File: config.mk
export PLATFORM = sky130hd
export DESIGN_NAME = telemetry_frame_builder_crc16
export DESIGN_NICKNAME = d
export VERILOG_FILES = /design/src/hw/rtl/tfb_pkg.sv /design/src/hw/rtl/telemetry_frame_builder_crc16.sv
export VERILOG_INCLUDE_DIRS = /design/src /design/src/hw/rtl
export SDC_FILE = /design/constraint.sdc
export NUM_CORES = 1
export LEC_CHECK = 0
export BUFFER_PORTS_ARGS = -buffer_cell sky130_fd_sc_hd__buf_4
export CAP_MARGIN = 20
export CORE_MARGIN = 8
export CORE_UTILIZATION = 50
export DETAILED_ROUTE_END_ITERATION = 7
export GPL_TIMING_DRIVEN = 1
export PLACE_DENSITY_LB_ADDON = 0.25
export REMOVE_ABC_BUFFERS = 1
export SYNTH_ARGS = -nofsm -noshare
export SYNTH_HDL_FRONTEND = slang
export SYNTH_SLANG_ARGS = --single-unit
File: constraint.sdc
create_clock -name clk_i -period 5.3 [get_ports clk_i]
set_clock_uncertainty 0.1 [all_clocks]
set_input_delay 0.795 -clock clk_i [delete_from_list [all_inputs] [get_ports clk_i]]
set_output_delay 0.795 -clock clk_i [all_outputs]
set_load 0.02 [all_outputs]
File: src/hw/rtl/telemetry_frame_builder_crc16_defines.svh
// ---------------------------------------------------------------------------
// Telemetry frame builder assertion macros
// Concurrent assertion wrappers on clk_i, with and without a reset guard.
// ---------------------------------------------------------------------------
`ifndef TELEMETRY_FRAME_BUILDER_CRC16_DEFINES_SVH
`define TELEMETRY_FRAME_BUILDER_CRC16_DEFINES_SVH

`ifndef SYNTH
// Checked only while rst_ni is high.
`define TFB_ASSERT(lbl, prop, msg) \
  lbl: assert property (@(posedge clk_i) disable iff (!rst_ni) (prop)) else $error(msg);
// Checked at every edge, reset included.
`define TFB_ASSERT_ALWAYS(lbl, prop, msg) \
  lbl: assert property (@(posedge clk_i) (prop)) else $error(msg);
`else
`define TFB_ASSERT(lbl, prop, msg)
`define TFB_ASSERT_ALWAYS(lbl, prop, msg)
`endif

`endif

File: src/hw/rtl/tfb_pkg.sv
// ---------------------------------------------------------------------------
// Telemetry frame builder package
// Beat types, sequencer steps and the CRC-16/CCITT-FALSE byte update.
// ---------------------------------------------------------------------------
`default_nettype none

package tfb_pkg;

  localparam logic [15:0] CRC_INIT    = 16'hFFFF;
  localparam logic [15:0] CRC_POLY    = 16'h1021;
  localparam logic [7:0]  NEWLINE     = 8'h0A;
  localparam logic [7:0]  MAGIC_RESET = 8'd235;

  typedef struct packed {
    logic              operation;
    logic [1:0]        tracker_type;
    logic [7:0]        tracker_number;
    logic [5:0]        app_id;
    logic [7:0]        payload_length;
    logic signed [7:0] link_rssi;
    logic signed [7:0] link_snr;
    logic [7:0]        payload_byte;
  } tfb_in_t;

  typedef struct packed {
    logic [7:0] out_byte;
    logic       last_of_run;
    logic       end_of_frame;
  } tfb_out_t;

  // Operation codes of an input beat.
  localparam logic OP_START   = 1'b0;
  localparam logic OP_PAYLOAD = 1'b1;

  // Which byte of the frame the sequencer emits next.
  typedef enum logic [3:0] {
    ST_HDR_MAGIC,
    ST_HDR_ID_LO,
    ST_HDR_ID_HI,
    ST_HDR_LEN,
    ST_PAYLOAD,
    ST_TAIL_RSSI,
    ST_TAIL_SNR,
    ST_TAIL_CRC_LO,
    ST_TAIL_CRC_HI,
    ST_TAIL_NEWLINE
  } tfb_step_e;

  // MSB-first CRC update over one byte: eight shift/xor steps on 16 bits.
  function automatic logic [15:0] crc16_feed(input logic [15:0] crc, input logic [7:0] b);
    logic [15:0] c;
    c = crc ^ {b, 8'h00};
    for (int k = 0; k < 8; k++) begin
      if (c[15]) begin
        c = {c[14:0], 1'b0} ^ CRC_POLY;
      end else begin
        c = {c[14:0], 1'b0};
      end
    end
    return c;
  endfunction

endpackage

`default_nettype wire

File: src/hw/rtl/telemetry_frame_builder_crc16.sv
// ---------------------------------------------------------------------------
// Telemetry frame builder with CRC-16 trailer
// Turns a start beat and a stream of payload beats into one framed byte
// stream: header, payload, RSSI, SNR, CRC-16/CCITT-FALSE and a newline.
// ---------------------------------------------------------------------------
// Path: an input beat is held in the input register, and each of its bytes
// then passes through the output register on its way out.
// Throughput: one byte leaves per cycle from a single-byte sequencer while
// the output is not stalled. A payload beat gives one byte, a start beat four
// (nine with an empty payload), the payload beat that ends a frame six, a dropped beat none.
// Reset: asynchronous, active low; no frame open, CRC at 0xFFFF, magic 235.
`default_nettype none

`include "telemetry_frame_builder_crc16_defines.svh"

module telemetry_frame_builder_crc16 #(
  parameter int unsigned MAX_PAYLOAD = 253
) (
  input  wire              clk_i,
  input  wire              rst_ni,
  // Configuration: the magic byte register.
  input  wire              cfg_we_i,
  input  wire [7:0]        cfg_wdata_i,
  // Input beats.
  input  wire              in_valid_i,
  output logic             in_stall_o,
  input  tfb_pkg::tfb_in_t in_data_i,
  // Output beats, one frame byte each.
  output logic              out_valid_o,
  input  wire               out_stall_i,
  output tfb_pkg::tfb_out_t out_data_o
);
  import tfb_pkg::*;

  localparam logic [7:0] MaxLen = 8'(MAX_PAYLOAD);

  // Configuration register.
  logic [7:0] magic_q, magic_d;

  // Input register: the beat that the sequencer is working on, and which
  // byte of its run comes next.
  logic      item_valid_q, item_valid_d;
  tfb_in_t   item_q, item_d;
  tfb_step_e step_q, step_d;

  // Frame state carried from one beat to the next.
  logic [15:0] crc_q, crc_d;
  logic [7:0]  crc_hi_q, crc_hi_d;
  logic [7:0]  bytes_left_q, bytes_left_d;
  logic [7:0]  held_rssi_q, held_rssi_d;
  logic [7:0]  held_snr_q, held_snr_d;
  logic        frame_open_q, frame_open_d;

  // Output register.
  logic     out_valid_q, out_valid_d;
  tfb_out_t out_q, out_d;

  logic        in_accept;
  logic        drop;
  logic        can_load;
  logic        fire;
  logic        run_last;
  logic        item_done;
  logic [7:0]  sel_byte;
  logic        sel_eof;
  logic [15:0] crc_base;
  logic [7:0]  clamped_len;
  logic [15:0] mission_id;
  tfb_step_e   step_next;

  // The mission id packs type, number and application id into 16 bits.
  assign mission_id  = {item_q.tracker_type, item_q.tracker_number, item_q.app_id};
  assign clamped_len = (item_q.payload_length > MaxLen) ? MaxLen : item_q.payload_length;

  // A payload beat with no frame open, or after the announced count is met,
  // leaves without producing any byte and does not wait on the output side.
  assign drop = item_valid_q && (step_q == ST_PAYLOAD) &&
                (!frame_open_q || (bytes_left_q == 8'd0));

  // The output register takes a new byte when it is empty or being drained.
  assign can_load = !out_valid_q || !out_stall_i;
  assign fire     = item_valid_q && !drop && can_load;

  // The input register frees up in the same cycle as the beat's last byte
  // moves out, so payload beats stream through one per cycle while the output is not stalled.
  assign item_done  = drop || (fire && run_last);
  assign in_stall_o = item_valid_q && !item_done;
  assign in_accept  = in_valid_i && !in_stall_o;

  // Byte selection for the current step. The CRC restarts at the magic byte.
  always_comb begin
    sel_byte  = 8'h00;
    sel_eof   = 1'b0;
    run_last  = 1'b0;
    step_next = step_q;
    unique case (step_q)
      ST_HDR_MAGIC: begin
        sel_byte  = magic_q;
        step_next = ST_HDR_ID_LO;
      end
      ST_HDR_ID_LO: begin
        sel_byte  = mission_id[7:0];
        step_next = ST_HDR_ID_HI;
      end
      ST_HDR_ID_HI: begin
        sel_byte  = mission_id[15:8];
        step_next = ST_HDR_LEN;
      end
      ST_HDR_LEN: begin
        sel_byte = clamped_len + 8'd2;
        // An empty payload goes straight on to the tail.
        if (clamped_len == 8'd0) begin
          step_next = ST_TAIL_RSSI;
        end else begin
          run_last = 1'b1;
        end
      end
      ST_PAYLOAD: begin
        sel_byte = item_q.payload_byte;
        if (bytes_left_q == 8'd1) begin
          step_next = ST_TAIL_RSSI;
        end else begin
          run_last = 1'b1;
        end
      end
      ST_TAIL_RSSI: begin
        sel_byte  = held_rssi_q;
        step_next = ST_TAIL_SNR;
      end
      ST_TAIL_SNR: begin
        sel_byte  = held_snr_q;
        step_next = ST_TAIL_CRC_LO;
      end
      ST_TAIL_CRC_LO: begin
        sel_byte  = crc_q[7:0];
        step_next = ST_TAIL_CRC_HI;
      end
      ST_TAIL_CRC_HI: begin
        // The high byte is the one captured alongside the low byte, before
        // the low byte itself was folded into the running CRC.
        sel_byte  = crc_hi_q;
        step_next = ST_TAIL_NEWLINE;
      end
      ST_TAIL_NEWLINE: begin
        sel_byte = NEWLINE;
        sel_eof  = 1'b1;
        run_last = 1'b1;
      end
      default: begin
        sel_byte = 8'h00;
      end
    endcase
  end

  assign crc_base = (step_q == ST_HDR_MAGIC) ? CRC_INIT : crc_q;

  // Next-state logic for everything that the sequencer touches.
  always_comb begin
    magic_d      = magic_q;
    item_valid_d = item_valid_q;
    item_d       = item_q;
    step_d       = step_q;
    crc_d        = crc_q;
    crc_hi_d     = crc_hi_q;
    bytes_left_d = bytes_left_q;
    held_rssi_d  = held_rssi_q;
    held_snr_d   = held_snr_q;
    frame_open_d = frame_open_q;
    out_valid_d  = out_valid_q;
    out_d        = out_q;

    if (cfg_we_i) begin
      magic_d = cfg_wdata_i;
    end

    if (out_valid_q && !out_stall_i) begin
      out_valid_d = 1'b0;
    end

    if (fire) begin
      out_valid_d        = 1'b1;
      out_d.out_byte     = sel_byte;
      out_d.last_of_run  = run_last;
      out_d.end_of_frame = sel_eof;
      crc_d              = crc16_feed(crc_base, sel_byte);
      step_d             = step_next;

      unique case (step_q)
        ST_HDR_MAGIC: begin
          // A start beat opens a frame, abandoning any frame left open.
          held_rssi_d  = item_q.link_rssi;
          held_snr_d   = item_q.link_snr;
          bytes_left_d = clamped_len;
          frame_open_d = 1'b1;
        end
        ST_PAYLOAD: begin
          bytes_left_d = bytes_left_q - 8'd1;
        end
        ST_TAIL_CRC_LO: begin
          crc_hi_d = crc_q[15:8];
        end
        ST_TAIL_NEWLINE: begin
          frame_open_d = 1'b0;
          bytes_left_d = 8'd0;
        end
        default: begin
          crc_hi_d = crc_hi_q;
        end
      endcase
    end

    if (item_done) begin
      item_valid_d = 1'b0;
    end

    if (in_accept) begin
      item_valid_d = 1'b1;
      item_d       = in_data_i;
      step_d       = (in_data_i.operation == OP_PAYLOAD) ? ST_PAYLOAD : ST_HDR_MAGIC;
    end
  end

  // Control and frame state.
  always_ff @(posedge clk_i or negedge rst_ni) begin
    if (!rst_ni) begin
      magic_q      <= MAGIC_RESET;
      item_valid_q <= 1'b0;
      step_q       <= ST_HDR_MAGIC;
      crc_q        <= CRC_INIT;
      bytes_left_q <= 8'd0;
      held_rssi_q  <= 8'd0;
      held_snr_q   <= 8'd0;
      frame_open_q <= 1'b0;
      out_valid_q  <= 1'b0;
    end else begin
      magic_q      <= magic_d;
      item_valid_q <= item_valid_d;
      step_q       <= step_d;
      crc_q        <= crc_d;
      bytes_left_q <= bytes_left_d;
      held_rssi_q  <= held_rssi_d;
      held_snr_q   <= held_snr_d;
      frame_open_q <= frame_open_d;
      out_valid_q  <= out_valid_d;
    end
  end

  // Payload registers.
  always_ff @(posedge clk_i) begin
    item_q   <= item_d;
    crc_hi_q <= crc_hi_d;
    out_q    <= out_d;
  end

  assign out_valid_o = out_valid_q;
  assign out_data_o  = out_q;

  // The newline byte always closes the run of the beat that caused it.
  `TFB_ASSERT(a_eof_is_last, out_valid_q && out_q.end_of_frame |-> out_q.last_of_run, "end of frame without last of run")
  // Emitting the newline closes the frame.
  `TFB_ASSERT(a_tail_closes, fire && (step_q == ST_TAIL_NEWLINE) |=> !frame_open_q, "frame still open after newline")
  // The remaining count never exceeds the clamp limit.
  `TFB_ASSERT(a_left_bounded, bytes_left_q <= MaxLen, "bytes_left above limit")
  // A payload beat never walks through the header steps.
  `TFB_ASSERT(a_payload_no_header, item_valid_q && (item_q.operation == OP_PAYLOAD) |-> (step_q != ST_HDR_MAGIC) && (step_q != ST_HDR_ID_LO) && (step_q != ST_HDR_ID_HI) && (step_q != ST_HDR_LEN), "payload beat in header step")
  // Nothing is dropped while a frame still expects payload bytes.
  `TFB_ASSERT(a_no_bad_drop, drop |-> !frame_open_q || (bytes_left_q == 8'd0), "payload beat dropped inside open frame")

endmodule

`default_nettype wire

## After elaboration in Yosys (flattened, before gate mapping)

Cells that the tools add are included.
Widths: inputs -> output; s select.

| storage, ports and cells | value |
|---|---|
| bits in registers | 121 |
| output and inout bits | 12 |
| word-level logic and storage cells | 109 |

| operators by class | value |
|---|---|
| $add $sub $neg | 2 |
| magnitude comparators | 1 |
| eq/ne operators | 12 |
| mux-type cells | 34 |
| bitwise operators | 9 |
| reductions and logical operators | 31 |

Operator list:

| operator | count |
|---|---|
| $mux 16 | 8 |
| $mux 13 | 8 |
| $pmux 8 s10 | 1 |
| $pmux 4 s9 | 1 |
| $not 3->3 | 8 |
| $pmux 8 s3 | 1 |
| $eq 4x3->1 const B | 4 |
| $logic_not 8->1 | 2 |
| $mux 4 | 4 |
| $xor 16x16->16 | 1 |
| $reduce_bool 10->1 | 1 |
| $add 8x2->8 const B | 1 |
| $eq 4x2->1 const B | 2 |
| $eq 4x4->1 const B | 2 |
| $eq 8x1->1 const B | 1 |
| $gt 8x8->1 const B | 1 |
| $logic_and 1x1->1 | 8 |
| $mux 8 | 1 |
| $reduce_and 2->1 | 4 |
| $reduce_bool 2->1 | 4 |
| $sub 8x1->8 const B | 1 |
| $mux 1 | 7 |
| $logic_not 1->1 | 6 |
| $eq 4x1->1 const B | 1 |
| 9 further kinds | 11 |

## Depth between registers and ports, before layout

Gate-level depths: netlist of the first run.

| depth | value |
|---|---|
| depth after elaboration | 28 |
| mapped depth | 12 |
| gate-level depth less buffers | 11 |

## Worst setup path after synthesis of the first run

Ideal clock, no wire load.

| timing | value |
|---|---|
| kind | reg2reg |
| from | reg step_q[1] |
| to | reg step_q[2] |
| setup time | 0.128 ns |
| data arrival time | 3.462 ns |
| data required time | 5.072 ns |
| path slack | 1.611 ns |
| stages on the path, launching flop included | 10 |
| path buffers | 2 |
| clock period less this slack | 3.689 ns |
| cell sequence | dfrtp_1 -> buf_6 -> or4b_1 -> a31oi_1 -> a21oi_1 -> o21ai_1 -> a21o_1 -> and2_1 -> clkbuf_1 -> mux2_2 |

| between the ends | value |
|---|---|
| elaborated cells between the ends (all ways) | 30 |

RTL lines:

| what | line | RTL |
|---|---|---|
| start, declared | telemetry_frame_builder_crc16.sv:44 | `tfb_step_e step_q, step_d;` |
| start signal, assigned | telemetry_frame_builder_crc16.sv:238 | `step_q <= step_d;` |
| $eq 4x4->1, or another cell as far along | telemetry_frame_builder_crc16.sv:96 | `unique case (step_q)` |
| $pmux 1 s3 * | telemetry_frame_builder_crc16.sv:96 |  |
| named net run_last | telemetry_frame_builder_crc16.sv:62 | `logic run_last;` |
| $logic_and 1x1->1 * | telemetry_frame_builder_crc16.sv:86 | `assign item_done = drop \|\| (fire && run_last);` |
| $logic_or 1x1->1 * | telemetry_frame_builder_crc16.sv:86 |  |
| $logic_not 1->1 * | telemetry_frame_builder_crc16.sv:87 | `assign in_stall_o = item_valid_q && !item_done;` |
| $logic_and 1x1->1 * | telemetry_frame_builder_crc16.sv:87 |  |
| $logic_not 1->1 * | telemetry_frame_builder_crc16.sv:88 | `assign in_accept = in_valid_i && !in_stall_o;` |
| $logic_and 1x1->1 * | telemetry_frame_builder_crc16.sv:88 |  |
| named net in_accept | telemetry_frame_builder_crc16.sv:58 | `logic in_accept;` |
| $reduce_bool 10->1 (no source line), or another cell as far along | -- |  |
| $reduce_and 4->1 (no source line) | -- |  |

Mark *: on every way through the listed nets, which the timed path passes. The rest lies on a longest branch. The select of a mux whose other input is x is not followed.
A chain may end at the register's enable or synchronous reset.

## Worst setup path after layout of the first run

| timing | value |
|---|---|
| from | reg step_q[3] |
| to | reg bytes_left_q[3] |

| between the ends | value |
|---|---|
| longest elaborated chain between the ends | 7 |
| elaborated cells between the ends (all ways) | 11 |

RTL lines:

| what | line | RTL |
|---|---|---|
| $eq 4x3->1 | telemetry_frame_builder_crc16.sv:77, telemetry_frame_builder_crc16.sv:188 |  |
| $logic_and 1x1->1 (2 in a row) | telemetry_frame_builder_crc16.sv:77 | `assign drop = item_valid_q && (step_q == ST_PAYLOAD) &&` |
| $logic_not 1->1 | telemetry_frame_builder_crc16.sv:82 | `assign fire = item_valid_q && !drop && can_load;` |
| $logic_and 1x1->1 (2 in a row) | telemetry_frame_builder_crc16.sv:82 |  |
| $reduce_and 2->1 (no source line) | -- |  |
| end signal, assigned | telemetry_frame_builder_crc16.sv:240 | `bytes_left_q <= bytes_left_d;` |
| end, declared | telemetry_frame_builder_crc16.sv:49 | `logic [7:0] bytes_left_q, bytes_left_d;` |

Several ways; a longest one is shown, not always the timed one.

==> results of run 1 <==
routing by layer:
| layer | vias to the layer above | part of all wire |
|---|---|---|
| met5 | - | 0 |
| met4 | 0 | 0.022 |
| met3 | 20 | 0.058 |
| met2 | 134 | 0.48 |
| met1 | 1911 | 0.44 |
| li1 | 1826 | - |
worst max-delay path by stage:
stage / from / endpoint / cells after the start
after floorplan: step_q[1] / step_q[2] / 6
after global placement: step_q[3] / item_q[28] / 7
after detailed placement: step_q[3] / item_q[31] / 7
after CTS: step_q[3] / item_q[27] / 7
after global routing: step_q[3] / bytes_left_q[6] / 8
final: step_q[3] / bytes_left_q[3] / 8
final cells by class:
type | count | area, sq um
timing repair buffer | 82 | 616
clock inverter | 14 | 148
fill | 881 | 4440
sequential | 121 | 3390
multi-input combinational | 299 | 2230
clock buffer | 18 | 429
tap | 143 | 179
inverter | 10 | 37.5
critical path, cell delays in order (launching register included):
cell and delay, ns:
sky130_fd_sc_hd__dfrtp_1 1.03, sky130_fd_sc_hd__or4b_1 0.49, sky130_fd_sc_hd__o21ai_1 0.19, sky130_fd_sc_hd__nand2b_1 0.18, sky130_fd_sc_hd__buf_4 0.21, sky130_fd_sc_hd__inv_1 0.49
sky130_fd_sc_hd__nand3_1 0.54, sky130_fd_sc_hd__o21ai_0 0.31, sky130_fd_sc_hd__o21ai_0 0.12
power breakdown:
| part | switching (mW) | internal, mW |
|---|---|---|
| sequential | 0.236 | 1.48 |
| clock | 0.417 | 0.692 |
| combinational | 1.35 | 1.18 |
| total | 2.00 | 3.35 |
flip-flops by register name, indices dropped and copies added, names as in the netlist:
register      cells
item_q           48
crc_q            16
out_data_o       10
bytes_left_q      8
crc_hi_q          8
held_rssi_q       8
held_snr_q        8
magic_q           8
step_q            4
frame_open_q      1
item_valid_q      1
out_valid_o       1
logic make-up after synthesis:
logic type	synth area share
buffers and inverters	0.0447
DFF	0.576
and+or+nand+nor	0.124
muxes	0.0855
AOI/OAI and AO/OA	0.0953
adders and majority gates	0.00851
xor gates and xnor gates	0.0664
per-stage QoR:
step / util / power, mW / instances
2_1_floorplan: - / 3.59 / 430
3_3_place_gp: 0.563 / 4.18 / 655
3_5_place_dp: 0.563 / 4.26 / 655
4_1_cts: 0.613 / 5.39 / 687
5_1_grt: 0.613 / 5.67 / 687
6_report: 0.613 / 5.35 / 687
cell usage in the layout (no fill, tap or decap), types with 4 or more instances in the layout:
| cell type | n |
|---|---|
| sky130_fd_sc_hd__buf_4 | 82 |
| sky130_fd_sc_hd__edfxtp_1 | 66 |
| sky130_fd_sc_hd__nor2_1 | 35 |
| sky130_fd_sc_hd__dfrtp_1 | 33 |
| sky130_fd_sc_hd__nand2_1 | 31 |
| sky130_fd_sc_hd__mux2_2 | 29 |
| sky130_fd_sc_hd__o21ai_0 | 26 |
| sky130_fd_sc_hd__dfstp_2 | 22 |
| sky130_fd_sc_hd__clkbuf_16 | 17 |
| sky130_fd_sc_hd__mux2i_1 | 15 |
| sky130_fd_sc_hd__a21oi_1 | 13 |
| sky130_fd_sc_hd__xor2_1 | 13 |
| sky130_fd_sc_hd__xnor2_1 | 12 |
| sky130_fd_sc_hd__nor3_1 | 10 |
| sky130_fd_sc_hd__inv_1 | 10 |
| sky130_fd_sc_hd__a31oi_1 | 9 |
| sky130_fd_sc_hd__o21ai_1 | 8 |
| sky130_fd_sc_hd__nand3b_1 | 7 |
| sky130_fd_sc_hd__nand3_1 | 5 |
| sky130_fd_sc_hd__and3_1 | 5 |
| sky130_fd_sc_hd__clkinv_4 | 5 |
| sky130_fd_sc_hd__nand2b_1 | 4 |
| sky130_fd_sc_hd__nor3b_1 | 4 |
| sky130_fd_sc_hd__o22ai_1 | 4 |
| sky130_fd_sc_hd__nor4_1 | 4 |
| sky130_fd_sc_hd__xnor3_1 | 4 |
| sky130_fd_sc_hd__ha_1 | 4 |
==> results.md, run 1 <==
* Share of cells above drive strength 1 at 0.336
* Area of the mapped netlist at 5880 sq um
* Area share of the largest cell type after synthesis at 0.337
* RSZ-0062 raised after global routing: false
* Type of the worst setup path: reg2reg
* Capture instance of the worst register-to-register path: bytes_left_q[3]
* Global routing usage on met1 at 0.199
* Required time of the critical path at 5.47 ns
* Layout Nets at 597
* Leading cell types by count after synthesis: sky130_fd_sc_hd__edfxtp_1 (66), sky130_fd_sc_hd__nor2_1 (35), sky130_fd_sc_hd__dfrtp_1 (33)
* Post-Place Worst Slack at 1.53 ns
* Classification of the worst-slack hold path: in2async
* Starting density of the core at 0.513
* Global-route wire length before repair at 20.1 mm
* Number of maximum-capacitance constraint violations at 0
* Average routed wire per standard cell at 18.4 um
* Post-CTS Setup Repair Bufs at 0
* Yosys warning total at 0
* CTS tree: yes
* Crit end category: register
* Gpl congestion at 0.831
* P_leak at 2.83 nW
* Maximum vdd drop at 0.370 mV
* Time the final worst path needs with I/O delays and setup at 3.83 ns
* Fraction of met2 tracks used by global routing at 0.263
* Worst-case headroom to the max-slew limit at 0.308
* Clock Tree Buf Depth at 2
* Async set or reset register ratio after synthesis at 0.455
* Count of routing violations after the opening detailed-route iteration at 302
* Setup TNS at 0 ns
* Met3 Usage GRT at 0.0570
* Total via count in the routed design at 3891
* Post-placement cell area at 6450 sq um
* Outcome: complete, no violations
* GRT overflow at 0
* Number of H-tree levels at 4
* Synth-to-layout area growth at 19.5%
* Arrival time worst endpoint at 4.00 ns
* Maximum number of pins on one net before global-route repair at 56
* Final WS setup at 1.47 ns
* Aggregate routed wire length at 12.7 mm
* Dominant register cell in the synthesized netlist: sky130_fd_sc_hd__edfxtp_1
* Worst reg2reg startpoint: step_q[3]
* Flip-flop and latch count after synthesis at 121
* # DRC at 0
* Full die area at 15500 sq um
* Row cnt at 39
* Crit-path max FO at 33
* Power per unit of standard cell area at 762 nW/um^2
* Count of distinct cell types in the synthesized netlist at 68
* Element type at the critical path start: register
* Syn Area/Cell at 12.8 sq um
* EDFF count, synth at 66
* Clock-pin slew of the registers on the worst-case setup and hold paths at 0.06 ns
* Library cell used as clock root buffer: sky130_fd_sc_hd__clkbuf_16
* Routed via count divided by cell count at 5.66
* ANT cells at 0
* Final Setup Violations at 0
* GRT busiest layer: met2
* Number of clock sinks seen by CTS at 121
* Hold violation total from the final report at 0
* Chip Width at 124 um
* Number of pins with negative max-slew slack in the final report at 0
* R2R Setup Slk at 1.47 ns
* Worst-margin pin slew at 1.04 ns
* Library cell with the largest summed area after synthesis: sky130_fd_sc_hd__edfxtp_1
* Antenna Violating Nets Remaining at 0
* Number of CTS-inserted buffers at 17
* Synthesized instance count at 460
* Port Buf Inserts at 73
* Boundary Pins at 74
* Via count of the first global-routing pass at 3990
* Area contributors post-synth: sky130_fd_sc_hd__edfxtp_1 (34%), sky130_fd_sc_hd__dfrtp_1 (14%), sky130_fd_sc_hd__dfstp_2 (9.8%)
* Total global-route track usage at 0.165
* Final Cell Area at 7030 sq um
* Clock network latency to the later pin of the worst-skew pair at 0.42 ns
* Hold buffer count at cts at 0
* Peak clock frequency supported by timing at 261 MHz
* Post-synthesis sequential area ratio at 0.576
* Post_cts resized at 0
* Part of the cycle the worst path needs at 0.722
* CORE AREA at 11500 sq um
* Worst-case reg-to-reg path depth at 8
* DPL Wire Length at 8.80 mm
* First drt pass iteration count at 5
* Cell with the most instances after synthesis: sky130_fd_sc_hd__edfxtp_1
* Worst hold margin at 0.327 ns
* Vertical die dimension at 124 um
* Initial antenna violation count at 0
Power figures use the tool's default switching activity.
==> run 2, diff against run 1 <==
--- a/config.mk
+++ b/config.mk
@@ -6,6 +6,7 @@
 export SDC_FILE = /design/constraint.sdc
 export NUM_CORES = 1
 export LEC_CHECK = 0
+export ABC_AREA = 1
 export BUFFER_PORTS_ARGS = -buffer_cell sky130_fd_sc_hd__buf_4
 export CAP_MARGIN = 20
 export CORE_MARGIN = 8
==> constraint.sdc (replaced) <==
create_clock -name clk_i -period 3.3 [get_ports clk_i]
set_clock_uncertainty 0.1 [all_clocks]
set_input_delay 0.495 -clock clk_i [delete_from_list [all_inputs] [get_ports clk_i]]
set_output_delay 0.495 -clock clk_i [all_outputs]
set_load 0.02 [all_outputs]
==> run 2 against run 1 <==
  * Power increased by 43%
  * Register-to-register slack lost 0.99 ns
  * Cell area is 0.25% lower
  * Setup slack lost 1.1 ns
  * Core utilization is 0.64 points higher
  * Worst hold slack worse by 0.28 ns
  * Sequential cell count did not move
  * Wire length increased by 12%
  * Clock-buffer cell count grew 1
  * First-iteration DRC count rose by 52%
  * Critical path depth up 2
  * Critical endpoint is now in_stall_o
==> results.md, run 2 <==
* Outcome: complete, no violations
* Number of CTS-inserted buffers at 17 (unchanged)
* Post-CTS Setup Repair Bufs at 0 (unchanged)
* Vertical die dimension at 123 um (-0.82%)
* Library cell with the largest summed area after synthesis: sky130_fd_sc_hd__edfxtp_1
* Worst-margin pin slew at 0.750 ns (-0.287 ns)
* Number of clock sinks seen by CTS at 121 (unchanged)
* Boundary Pins at 74 (unchanged)
* Hold buffer count at cts at 0 (unchanged)
* CORE AREA at 11300 sq um (-1.3%)
* Timing startpoint of the critical path: step_q[3]
* Dominant register cell in the synthesized netlist: sky130_fd_sc_hd__edfxtp_1
* Async set or reset register ratio after synthesis at 0.455 (unchanged)
* # DRC at 0 (unchanged)
* Peak clock frequency supported by timing at 344 MHz
* Setup TNS at 0 ns (unchanged)
* Starting density of the core at 0.510 (-0.00309)
* Via count of the first global-routing pass at 4484 (+12%)
* Antenna Violating Nets Remaining at 0 (unchanged)
* DPL Wire Length at 10.5 mm (+19%)
* Worst-case headroom to the max-slew limit at 0.500 (+0.191)
* Count of distinct cell types in the synthesized netlist at 37 (-46%)
* Highest-count cells in the layout ignoring fill and taps: sky130_fd_sc_hd__nand2_1 (164), sky130_fd_sc_hd__buf_4 (77), sky130_fd_sc_hd__nand3_1 (69)
* Yosys warning total at 0 (unchanged)
* Number of pins with negative max-slew slack in the final report at 0 (unchanged)
* Final Setup Violations at 0 (unchanged)
* Arrival time worst endpoint at 2.31 ns (-1.69 ns)
* Gpl congestion at 0.930 (+12%)
* Layout Nets at 749 (+25%)
* Top register by number of flip-flops: item_q
* ANT cells at 0 (unchanged)
* Worst reg2reg startpoint: step_q[3]
* RSZ-0062 raised after global routing: false
* Count of routing violations after the opening detailed-route iteration at 459 (+52%)
* Flip-flop and latch count after synthesis at 121 (unchanged)
* Library cell used as clock root buffer: sky130_fd_sc_hd__clkbuf_16
* Worst-case reg-to-reg path depth at 11 (+3)
* Chip Width at 123 um (-0.82%)
* GRT overflow at 0 (unchanged)
* Number of H-tree levels at 4 (unchanged)
* Crit end category: primary output
* Area of the mapped netlist at 5770 sq um (-1.9%)
* Aggregate routed wire length at 14.1 mm (+12%)
* Average routed wire per standard cell at 16.8 um (-8.7%)
* Area contributors post-synth: sky130_fd_sc_hd__edfxtp_1 (34%), sky130_fd_sc_hd__dfrtp_1 (14%), sky130_fd_sc_hd__nand2_1 (11%)
* Clock-pin slew of the registers on the worst-case setup and hold paths at 0.06 ns (about the same)
* Power per unit of standard cell area at 1090 nW/um^2 (+44%)
* Hold violation total from the final report at 0 (unchanged)
* Full die area at 15200 sq um (-1.6%)
* Synthesized instance count at 601 (+31%)
* Initial antenna violation count at 0 (unchanged)
* Clock network latency to the later pin of the worst-skew pair at 0.42 ns (about the same)
* Total via count in the routed design at 4448 (+14%)
* Syn Area/Cell at 9.60 sq um (-25%)
* Clock Tree Buf Depth at 2 (unchanged)
* Maximum vdd drop at 0.643 mV (+74%)
* P_leak at 3.21 nW (+14%)
* Synth-to-layout area growth at 21.5%
* Routed via count divided by cell count at 5.30 (-6.4%)
* Post-synthesis sequential area ratio at 0.587 (+0.0110)
* First drt pass iteration count at 5 (unchanged)
* Element type at the critical path start: register
* Total global-route track usage at 0.202 (+0.0364)
* Number of maximum-capacitance constraint violations at 0 (unchanged)
* Most common library cell in the layout ignoring fill and taps: sky130_fd_sc_hd__nand2_1
* Number of cells after detailed placement at 807 (+23%)
* Final instance count without filler cells at 839 (+22%)
* Area share of the largest cell type after synthesis at 0.343 (+0.00643)
* Post_cts resized at 0 (unchanged)
* Classification of the worst-slack hold path: in2async
* Largest register FFs at 48 (unchanged)
* Time the final worst path needs with I/O delays and setup at 2.90 ns
* Required time of the critical path at 2.70 ns (-2.77 ns)
* Cell with the most instances after synthesis: sky130_fd_sc_hd__nand2_1
* Type of the worst setup path: reg2out
* Share of cells above drive strength 1 at 0.250 (-0.0864)
* Crit-path max FO at 9 (-73%)
* EDFF count, synth at 66 (unchanged)
* Global-route wire length before repair at 22.9 mm (+14%)
* R2R Setup Slk at 0.48 ns (-0.99 ns)
* Port Buf Inserts at 73 (unchanged)
* Capture instance of the worst register-to-register path: item_q[38]
* CTS tree: yes
* Row cnt at 39 (unchanged)
* Part of the cycle the worst path needs at 0.880
* Leading cell types by count after synthesis: sky130_fd_sc_hd__nand2_1 (164), sky130_fd_sc_hd__nand3_1 (69), sky130_fd_sc_hd__edfxtp_1 (66)
* Maximum number of pins on one net before global-route repair at 56 (unchanged)
==> run 2: cell types whose count changed after synthesis, sizes merged, moves of 15 or more <==
cell	change
nand2	+136
nand3	+64
xnor2	-15
nor2	+18
mux2i	-15
inv	+51
==> run 2: logic make-up (layout without fill, tap and decap cells) <==
logic type | count (synthesis) | in the layout | synth area share
buffers and inverters | 78 | 173 | 0.0575
xor gates and xnor gates | 3 | 3 | 0.00455
DFF | 121 | 121 | 0.587
adders and majority gates | 4 | 4 | 0.00867
AOI/OAI and AO/OA | 68 | 68 | 0.0681
muxes | 19 | 19 | 0.0416
and+or+nand+nor | 308 | 308 | 0.233
==> run 2: layout make-up <==
class	instances	area [sq um]
tap	143	179
timing repair buffer	78	598
clock buffer	19	433
clock inverter	13	123
sequential	121	3390
inverter	63	239
multi-input combinational	402	2050
fill	960	4310
==> run 2: report_power, final <==
| group | total, mW | internal, mW | switching, mW |
|---|---|---|---|
| sequential | 2.70 | 2.32 | 0.374 |
| clock | 1.72 | 1.04 | 0.676 |
| combinational | 3.26 | 1.13 | 2.13 |
==> run 2: worst max-delay path by stage <==
stage | endpoint | depth (start not counted)
floorplan | item_q[0] | 10
global placement | item_q[10] | 11
detailed placement | item_q[10] | 11
CTS | in_stall_o | 10
global route | in_stall_o | 10
finish | in_stall_o | 10
==> run 2: metal layers <==
layer / vias up / GRT usage / part of all wire
met5: - / 0 / 0
met4: 0 / 0.0730 / 0.017
met3: 16 / 0.0689 / 0.070
met2: 163 / 0.308 / 0.47
met1: 2083 / 0.262 / 0.44
li1: 2186 / - / -
==> run 2: critical path, cell delays in order, from the launching register on <==
cell and delay, ns:
sky130_fd_sc_hd__dfrtp_1 0.53, sky130_fd_sc_hd__inv_4 0.14, sky130_fd_sc_hd__nand2_2 0.07, sky130_fd_sc_hd__nor2_2 0.37, sky130_fd_sc_hd__inv_2 0.11, sky130_fd_sc_hd__o21a_1 0.23, sky130_fd_sc_hd__nand2_1 0.09, sky130_fd_sc_hd__nand2_1 0.06
sky130_fd_sc_hd__nand2_1 0.09, sky130_fd_sc_hd__inv_1 0.06, sky130_fd_sc_hd__buf_4 0.15
==> run 2: through the flow <==
stage	cell area (sq um)	power, mW	util	setup slack (ns)	hold slack [ns]
6_report	7010	7.67	0.619	0.397	0.0422
5_1_grt	7010	8.25	0.619	0.167	0.0928
4_1_cts	7010	7.70	0.619	0.418	0.0601
3_5_place_dp	6450	5.94	0.570	0.504	0.364
3_3_place_gp	6450	5.86	0.570	0.624	0.360
2_1_floorplan	5680	4.92	-	0.271	0.0994
